`src/sv/chbd_pkg.sv`:
```
// Types and constants shared by the chunked body decoder modules.
// No dependencies; every other file imports this package.
package chbd_pkg;

	localparam int MAXB_W = 34;
	localparam logic [MAXB_W-1:0] MAXB_RESET = 34'd10737418240;

	localparam logic [7:0] CH_LF   = 8'h0A;
	localparam logic [7:0] CH_CR   = 8'h0D;
	localparam logic [7:0] CH_HT   = 8'h09;
	localparam logic [7:0] CH_VT   = 8'h0B;
	localparam logic [7:0] CH_FF   = 8'h0C;
	localparam logic [7:0] CH_SP   = 8'h20;
	localparam logic [7:0] CH_SEMI = 8'h3B;

	localparam logic [1:0] ST_OK        = 2'd0;
	localparam logic [1:0] ST_MALFORMED = 2'd1;
	localparam logic [1:0] ST_TOO_LARGE = 2'd2;

	localparam logic ACT_BYTE  = 1'b0;
	localparam logic ACT_CLEAR = 1'b1;

	typedef struct packed {
		logic       action;
		logic [7:0] in_byte;
	} in_item_t;

	typedef struct packed {
		logic [7:0] out_byte;
		logic       is_payload;
		logic       body_done;
		logic [1:0] status;
	} out_item_t;

	// classified byte, as held in the queue between front and back
	typedef struct packed {
		logic       clear;
		logic [7:0] data;
		logic       is_hex;
		logic [3:0] hex_val;
		logic       is_ws;
		logic       is_lf;
		logic       is_cr;
		logic       is_semi;
	} class_t;

	typedef enum logic [10:0] {
		PH_SIZE    = 11'b000_0000_0001,
		PH_SIZE_WS = 11'b000_0000_0010,
		PH_EXT     = 11'b000_0000_0100,
		PH_DATA    = 11'b000_0000_1000,
		PH_DEND    = 11'b000_0001_0000,
		PH_DLF     = 11'b000_0010_0000,
		PH_TSTART  = 11'b000_0100_0000,
		PH_TCR     = 11'b000_1000_0000,
		PH_TLINE   = 11'b001_0000_0000,
		PH_DONE    = 11'b010_0000_0000,
		PH_ERR     = 11'b100_0000_0000
	} phase_t;

	// queue state seen by the back part
	typedef struct packed {
		logic   valid;
		class_t item;
	} q_head_t;

endpackage

```
`src/sv/chbd_front.sv`:
```
// Front part of the chunked body decoder: classifies each raw byte.
// Depends on chbd_pkg.
module chbd_front
	import chbd_pkg::*;
(
	input  in_item_t item,
	output class_t   cls
);

	always_comb begin
		cls = '0;
		cls.clear = (item.action == ACT_CLEAR);
		cls.data  = item.in_byte;
		case (item.in_byte) inside
			[8'h30:8'h39]: begin
				cls.is_hex  = 1'b1;
				cls.hex_val = item.in_byte[3:0];
			end
			[8'h61:8'h66], [8'h41:8'h46]: begin
				cls.is_hex  = 1'b1;
				cls.hex_val = 4'(item.in_byte[3:0] + 4'd9);
			end
			default: cls.is_hex = 1'b0;
		endcase
		cls.is_ws = (item.in_byte == CH_SP) || (item.in_byte == CH_HT) ||
			(item.in_byte == CH_VT) || (item.in_byte == CH_FF) ||
			(item.in_byte == CH_CR);
		cls.is_lf   = (item.in_byte == CH_LF);
		cls.is_cr   = (item.in_byte == CH_CR);
		cls.is_semi = (item.in_byte == CH_SEMI);
	end

endmodule

```
`src/sv/chbd_queue.sv`:
```
// Two-entry queue between the classifier and the framing engine.
// Depends on chbd_pkg.
module chbd_queue
	import chbd_pkg::*;
(
	input  logic    clk,
	input  logic    arst_n,
	input  logic    push,
	input  class_t  wr_item,
	input  logic    pop,
	output logic    full,
	output q_head_t head
);

	class_t     mem_q [2];
	logic       wr_ptr_q;
	logic       rd_ptr_q;
	logic [1:0] count_q;

	always_ff @(posedge clk) begin
		if (push) begin
			mem_q[wr_ptr_q] <= wr_item;
		end
	end

	always_ff @(posedge clk or negedge arst_n) begin
		if (!arst_n) begin
			wr_ptr_q <= 1'b0;
			rd_ptr_q <= 1'b0;
			count_q  <= 2'd0;
		end else begin
			if (push) wr_ptr_q <= ~wr_ptr_q;
			if (pop) rd_ptr_q <= ~rd_ptr_q;
			case ({push, pop})
				2'b10:   count_q <= 2'(count_q + 2'd1);
				2'b01:   count_q <= 2'(count_q - 2'd1);
				default: count_q <= count_q;
			endcase
		end
	end

	assign full       = (count_q == 2'd2);
	assign head.valid = (count_q != 2'd0);
	assign head.item  = mem_q[rd_ptr_q];

endmodule

```
`src/sv/chbd_back.sv`:
```
// Back part of the chunked body decoder: framing state machine, size
// accumulator, body counter and output register. Depends on chbd_pkg.
module chbd_back
	import chbd_pkg::*;
#(
	parameter int SIZE_BITS = 40
) (
	input  logic              clk,
	input  logic              arst_n,
	input  q_head_t           head,
	output logic              pop,
	input  logic [MAXB_W-1:0] max_body,
	output logic              out_valid,
	input  logic              out_stall,
	output out_item_t         out_item
);

	phase_t               phase_q, phase_d;
	logic                 have_q, have_d;
	logic [SIZE_BITS-1:0] rem_q, rem_d;
	logic [MAXB_W-1:0]    count_q, count_d;
	logic                 emit;
	out_item_t            res;
	logic                 out_valid_q;
	out_item_t            out_q;
	class_t               c;
	logic [SIZE_BITS-1:0] rem_acc;

	assign c   = head.item;
	assign pop = head.valid && (!out_valid_q || !out_stall);

	// saturate once any of the top four bits is set
	assign rem_acc = (|rem_q[SIZE_BITS-1 -: 4]) ? '1 : {rem_q[SIZE_BITS-5:0], c.hex_val};

	always_comb begin
		phase_d = phase_q;
		have_d  = have_q;
		rem_d   = rem_q;
		count_d = count_q;
		emit    = 1'b0;
		res     = '0;
		if (c.clear) begin
			phase_d = PH_SIZE;
			have_d  = 1'b0;
			rem_d   = '0;
			count_d = '0;
		end else begin
			case (phase_q)
				PH_SIZE: begin
					if (c.is_hex) begin
						have_d = 1'b1;
						rem_d  = rem_acc;
					end else if (c.is_ws) begin
						if (have_q) phase_d = PH_SIZE_WS;
					end else if (c.is_semi && have_q) begin
						phase_d = PH_EXT;
					end else if (c.is_lf && have_q) begin
						have_d  = 1'b0;
						phase_d = (rem_q == '0) ? PH_TSTART : PH_DATA;
					end else begin
						phase_d    = PH_ERR;
						emit       = 1'b1;
						res.status = ST_MALFORMED;
					end
				end
				PH_SIZE_WS: begin
					if (c.is_ws) begin
						phase_d = PH_SIZE_WS;
					end else if (c.is_semi) begin
						phase_d = PH_EXT;
					end else if (c.is_lf) begin
						have_d  = 1'b0;
						phase_d = (rem_q == '0) ? PH_TSTART : PH_DATA;
					end else begin
						phase_d    = PH_ERR;
						emit       = 1'b1;
						res.status = ST_MALFORMED;
					end
				end
				PH_EXT: begin
					if (c.is_lf) begin
						have_d  = 1'b0;
						phase_d = (rem_q == '0) ? PH_TSTART : PH_DATA;
					end
				end
				PH_DATA: begin
					emit = 1'b1;
					if (count_q >= max_body) begin
						phase_d    = PH_ERR;
						res.status = ST_TOO_LARGE;
					end else begin
						count_d        = MAXB_W'(count_q + 1'b1);
						rem_d          = SIZE_BITS'(rem_q - 1'b1);
						res.out_byte   = c.data;
						res.is_payload = 1'b1;
						if (rem_q == SIZE_BITS'(1)) phase_d = PH_DEND;
					end
				end
				PH_DEND: begin
					if (c.is_lf) begin
						phase_d = PH_SIZE;
					end else if (c.is_cr) begin
						phase_d = PH_DLF;
					end else begin
						phase_d    = PH_ERR;
						emit       = 1'b1;
						res.status = ST_MALFORMED;
					end
				end
				PH_DLF: begin
					if (c.is_lf) begin
						phase_d = PH_SIZE;
					end else begin
						phase_d    = PH_ERR;
						emit       = 1'b1;
						res.status = ST_MALFORMED;
					end
				end
				PH_TSTART, PH_TCR: begin
					if (c.is_lf) begin
						phase_d       = PH_DONE;
						emit          = 1'b1;
						res.body_done = 1'b1;
					end else if (c.is_cr && phase_q == PH_TSTART) begin
						phase_d = PH_TCR;
					end else begin
						phase_d = PH_TLINE;
					end
				end
				PH_TLINE: begin
					if (c.is_lf) phase_d = PH_TSTART;
				end
				default: begin
					// done and error: drop bytes until a clear
					phase_d = phase_q;
				end
			endcase
		end
	end

	always_ff @(posedge clk or negedge arst_n) begin
		if (!arst_n) begin
			phase_q     <= PH_SIZE;
			have_q      <= 1'b0;
			rem_q       <= '0;
			count_q     <= '0;
			out_valid_q <= 1'b0;
		end else begin
			if (pop) begin
				phase_q     <= phase_d;
				have_q      <= have_d;
				rem_q       <= rem_d;
				count_q     <= count_d;
				out_valid_q <= emit;
			end else if (!out_stall) begin
				out_valid_q <= 1'b0;
			end
		end
	end

	always_ff @(posedge clk) begin
		if (pop && emit) out_q <= res;
	end

	assign out_valid = out_valid_q;
	assign out_item  = out_q;

endmodule

```
`src/sv/http_chunked_body_decoder.sv`:
```
// Decodes an HTTP/1.1 chunked body one byte per item and passes out data
// bytes, completion and framing or size errors. Depends on chbd_pkg,
// chbd_front, chbd_queue and chbd_back.
//
// Unless the output stalls, the block takes one item per cycle: a classifier
// writes each byte into a two-entry queue and the framing engine removes one
// item per cycle and loads at most one result into the output register. The
// rate is set by the framing engine's single state update per item. Input
// stalls only when the queue is full. A size line's value saturates at
// 2^SIZE_BITS - 1; the body length limit max_body_q resets to 10 GiB; the user
// must write it through cfg_wr_en and cfg_wr_data only while the block is
// idle, which the block itself does not enforce. Action 1 starts a new body and
// gives no result; after completion or an error, bytes are dropped until then.
module http_chunked_body_decoder
	import chbd_pkg::*;
#(
	parameter int SIZE_BITS = 40
) (
	input  logic              clk,
	input  logic              arst_n,
	input  logic              cfg_wr_en,
	input  logic [MAXB_W-1:0] cfg_wr_data,
	input  logic              in_valid,
	output logic              in_stall,
	input  in_item_t          in_item,
	output logic              out_valid,
	input  logic              out_stall,
	output out_item_t         out_item
);

	logic [MAXB_W-1:0] max_body_q;
	class_t            cls;
	logic              push;
	logic              pop;
	logic              full;
	q_head_t           head;

	always_ff @(posedge clk or negedge arst_n) begin
		if (!arst_n) begin
			max_body_q <= MAXB_RESET;
		end else if (cfg_wr_en) begin
			max_body_q <= cfg_wr_data;
		end
	end

	assign in_stall = full;
	assign push     = in_valid && !full;

	chbd_front u_front (
		.item (in_item),
		.cls  (cls)
	);

	chbd_queue u_queue (
		.clk     (clk),
		.arst_n  (arst_n),
		.push    (push),
		.wr_item (cls),
		.pop     (pop),
		.full    (full),
		.head    (head)
	);

	chbd_back #(
		.SIZE_BITS (SIZE_BITS)
	) u_back (
		.clk       (clk),
		.arst_n    (arst_n),
		.head      (head),
		.pop       (pop),
		.max_body  (max_body_q),
		.out_valid (out_valid),
		.out_stall (out_stall),
		.out_item  (out_item)
	);

	// a payload byte never carries completion or an error code
	a_payload_clean: assert property (@(posedge clk) disable iff (!arst_n)
		out_valid && out_item.is_payload |-> out_item.status == ST_OK && !out_item.body_done)
		else $error("payload result with status or done set");

	// the engine only removes items that are in the queue
	a_pop_nonempty: assert property (@(posedge clk) disable iff (!arst_n)
		pop |-> head.valid)
		else $error("pop from empty queue");

	// a result not loaded by the last pop must be one held under stall
	a_out_source: assert property (@(posedge clk) disable iff (!arst_n)
		out_valid && !$past(pop) |-> $past(out_valid && out_stall))
		else $error("result appeared without an item");

endmodule

```
`config.mk`:
```
export PLATFORM = sky130hd
export DESIGN_NAME = http_chunked_body_decoder
export DESIGN_NICKNAME = d
export VERILOG_FILES = /design/src/sv/chbd_pkg.sv /design/src/sv/chbd_front.sv /design/src/sv/chbd_queue.sv /design/src/sv/chbd_back.sv /design/src/sv/http_chunked_body_decoder.sv
export SDC_FILE = /design/constraint.sdc
export NUM_CORES = 1
export LEC_CHECK = 0
export BUFFER_PORTS_ARGS = -buffer_cell sky130_fd_sc_hd__buf_2
export CAP_MARGIN = 20
export CELL_PAD_IN_SITES_DETAIL_PLACEMENT = 0
export CELL_PAD_IN_SITES_GLOBAL_PLACEMENT = 1
export CORE_MARGIN = 2
export CORE_UTILIZATION = 45
export DETAILED_ROUTE_END_ITERATION = 6
export GPL_TIMING_DRIVEN = 0
export HOLD_SLACK_MARGIN = 0.06
export MAX_ROUTING_LAYER = met4
export PLACE_DENSITY_LB_ADDON = 0.05
export RECOVER_POWER = 50
export SLEW_MARGIN = 20
export SYNTH_ARGS = -nofsm -noshare
export SYNTH_HDL_FRONTEND = slang
export SYNTH_SLANG_ARGS = --single-unit
```
`constraint.sdc`:
```
create_clock -name clk -period 5.4 [get_ports clk]
set_clock_uncertainty 0.05 [all_clocks]
set_input_delay 0.54 -clock clk [delete_from_list [all_inputs] [get_ports clk]]
set_output_delay 0.54 -clock clk [all_outputs]
set_load 0.005 [all_outputs]
```
==> flow_summary_export.csv <==
group,metric,value,unit
placement,post-dp-hpwl,19.4,mm
sta,finalHoldViolCount,0,
floorplanning,chipWidth,153,um
flow_run,cap_violations,1,
logic_synthesis,synthXorXnorAreaFrac,0.0360,
placement,dp_slack,1.57,ns
logic_synthesis,ys_seq_area_frac,0.458,
logic_synthesis,synth_compound_area_frac,0.160,
finish,antenna_cells,0,
critical_path,cp.arrival,4.03,ns
placement,place.gp.congestion,0.880,
floorplanning,start_util,0.458,
outcome,violations,"max-capacitance violations, max-slew violations",
finish,area_growth,13.2,%
logic_synthesis,yosysUniqueCellTypes,75,
placement,post_dp_cell_area,10700,um^2
logic_synthesis,synthMuxAreaShare,0.0332,
sta,relSlewSlack,-1.16,
logic_synthesis,synthAdderAreaFrac,0.0551,
finish,design_area,11300,um^2
sta,setup_viol,0,
sta,tns,0,ns
finish,drive_above_1_share,0.118,
clock_tree,cts_max_level,4,
placement,dpl.cell_count,1405,
logic_synthesis,yosys_warnings,0,
route,ant_nets,0,
clock_tree,clk_pin_slew,0.08,ns
floorplanning,fp-row-count,54,
logic_synthesis,synth_nets,1154,
sta,period_share,0.704,
global_route,grt_max_degree,72,
route,drt_iter0_drc,578,
clock_tree,cts_buffers,17,
logic_synthesis,syn_area,9990,um^2
sta,fin_hold_ws,0.250,ns
route,wirelength,27.1,mm
critical_path,cp.required,5.63,ns
logic_synthesis,synth_top_family_by_area,"simple AND/OR/NAND/NOR gates",
finish,finalNonFillerCells,1438,
route,drc,0,
logic_synthesis,synthSimpleGateAreaFrac,0.208,
route,routed_via_density,5.75,
clock_tree,root_buffer,"clkbuf_16",
sta,rsz0062_at_grt,"false",
logic_synthesis,ys_ff_latch,173,
critical_path,criticalPathCategory,"register to register",
worst_hold_path,min_path_type,"input port to register",
clock_tree,insertion_delay,0.44,ns
critical_path,end_kind,"register",
logic_synthesis,synth_top_cells_by_area,"dfrtp_1 31%, edfxtp_1 14%, ha_1 5.5%, o21ai_0 4.7%, nand2_1 4.2%",
power_and_ir_drop,pwr_density_cell,485,nW/um^2
clock_tree,cts_tree,"yes",
floorplanning,die_area,23400,um^2
global_route,grt_pass1_wl,44.9,mm
sta,slew_violations,55,
critical_path,critPathMaxFanout,10,
global_route,grt_pass1_vias,8253,
logic_synthesis,synth_edf_count,48,
sta,max_freq,263,MHz
sta,timing_worst_slew_pin_value,3.25,ns
sta,setup_ws,1.60,ns
logic_synthesis,syn_avg_cell_area,9.40,um^2
global_route,antenna_found_initial,0,
floorplanning,ioPinCount,62,
outcome,outcome,"finished with violations",
logic_synthesis,synth_top_area_frac,0.306,
power_and_ir_drop,ir_drop,0.000227,V
logic_synthesis,synthCells,1062,
logic_synthesis,ys.flop_type,"dfrtp_1",
sta,period_minus_slack,3.80,ns
clock_tree,clockBufferDepth,2,
route,wire_per_inst,18.8,um
floorplanning,core_area,21800,um^2
floorplanning,die_y,153,um
logic_synthesis,synth_async_sr_flop_share,0.723,
power_and_ir_drop,power_leakage,4.74,nW
logic_synthesis,synth_top_area_cell,"dfrtp_1",
global_route,grt-ovfl-total,0,
route,dr.pass1.iters,5,
route,num_vias,8263,
placement,port-buffer-count,60,
finish,finalNetCount,1237,
global_route,grt_util_all_layers,0.248,
critical_path,worst_setup_path_start_kind,"register",
clock_tree,numClockSinks,173,
## path summary, 6_finish.rpt
| kind | start | to | slack, ns | depth (start not counted) |
|---|---|---|---|---|
| max in group asynchronous | arst_n | u_back.rem_q[32] | 1.78 | 2 |
| setup reg to reg | max_body_q[33] | u_back.rem_q[34] | 1.60 | 10 |
| setup / recovery | max_body_q[33] | u_back.rem_q[34] | 1.60 | 10 |
| hold reg to reg | u_queue.count_q[1] | u_queue.count_q[1] | 0.45 | 1 |
| min in group asynchronous | arst_n | max_body_q[22] | 1.67 | 2 |
| hold / removal | cfg_wr_data[8] | max_body_q[8] | 0.25 | 3 |
## stage by stage
stage / power (W) / utilization
2_1_floorplan: 0.00346 / -
3_3_place_gp: 0.00419 / 0.487
3_5_place_dp: 0.00421 / 0.491
4_1_cts: 0.00549 / 0.519
5_1_grt: 0.00585 / 0.518
6_report: 0.00548 / 0.518
## state kept, by name, indices dropped and copies added, names as in the netlist
signal and cells:
u_queue.rd_ptr_q 1, u_back.have_q 1, u_back.rem_q 40, u_queue.mem_q 36, u_back.count_q 34, u_back.phase_q 11
u_back.out_item 12, u_queue.wr_ptr_q 1, u_back.out_valid 1, u_queue.count_q 2, max_body_q 34
## report_power, final
part	internal, W	total, W	switching (W)
registers	0.00164	0.00188	0.000241
clock network	0.000631	0.00127	0.000635
logic	0.000825	0.00233	0.00151
## cells by family (layout without fill, tap and decap cells)
group           count (synthesis)  after routing
simple gates                  398            398
compound gates                255            255
flops                         173            173
buf+inv                       120            216
fa+ha+maj                      44             44
xor+xnor                       41             41
mux                            31             31
## synthesized netlist by cell type, types with 4 or more instances
library cell,number
clkbuf_1,46
or3_1,11
o32ai_1,4
buf_6,4
nand3_1,31
o21a_1,5
nor4_2,4
o21ai_0,94
a22o_1,5
o22ai_1,17
a211oi_1,5
a31oi_1,4
mux2i_1,14
mux2_1,9
nand4_1,23
xor2_1,11
edfxtp_1,48
nor4_1,13
a21oi_1,48
nor2_1,73
ha_1,44
and3_1,8
o211ai_1,7
o311ai_0,9
nand2_1,113
o221ai_1,4
nor2b_1,8
buf_2,7
nand2b_1,20
mux2_2,8
nor4b_1,5
o31ai_1,18
dfrtp_1,122
o41ai_1,7
inv_1,59
or4_1,13
xnor2_1,30
o21ai_1,4
and4_1,7
nor3_1,46
## placed cells by master (no fill, tap or decap), types with 9 or more instances in the layout
master,Yosys,final
a21oi_1,48,48
ha_1,44,44
dfrtp_1,122,122
o31ai_1,18,18
mux2i_1,14,14
nor2_1,73,72
xnor2_1,30,30
nor3_1,46,46
or4_1,13,13
nand2b_1,20,20
nand3_1,31,31
nand4_1,23,23
nand2_1,113,113
nor4_1,13,13
o22ai_1,17,17
or3_1,11,11
buf_2,7,57
xor2_1,11,11
clkbuf_1,46,56
mux2_1,9,9
o311ai_0,9,9
clkbuf_16,0,17
edfxtp_1,48,48
inv_1,59,59
o21ai_0,94,94
## layer usage
layer  up-vias  share of wire  GRT usage
met5         -              0          -
met4         0          0.029     0.0974
met3        58          0.045     0.0374
met2       255           0.46      0.382
met1      3898           0.47      0.331
li1       4052              -          -
## worst max-delay path, stage by stage (launching register included)
cell	delay (ns)
dfstp_2	0.52
inv_1	0.05
ha_1	0.29
nand4_1	0.20
nor4_2	0.51
nand4_1	0.20
o221ai_2	0.46
nor2_1	0.22
o21ai_1	0.39
clkbuf_1	0.58
o22ai_1	0.17
## cell type report
class / instances / area (um^2)
multi-input combinational: 769 / 4920
buffer: 60 / 272
clock buffer: 17 / 425
tap: 280 / 350
fill: 2068 / 10500
inverter: 60 / 225
sequential: 173 / 4570
timing repair buffer: 64 / 352
clock inverter: 15 / 180
## timing repair
item / CTS / global route
gates resized for setup: 0 / 0
buffers inserted: 0 / 0
hold endpoints to repair: 53 / 0
hold buffers: 1 / 0
Note: power is estimated with default switching activity, not from simulation.
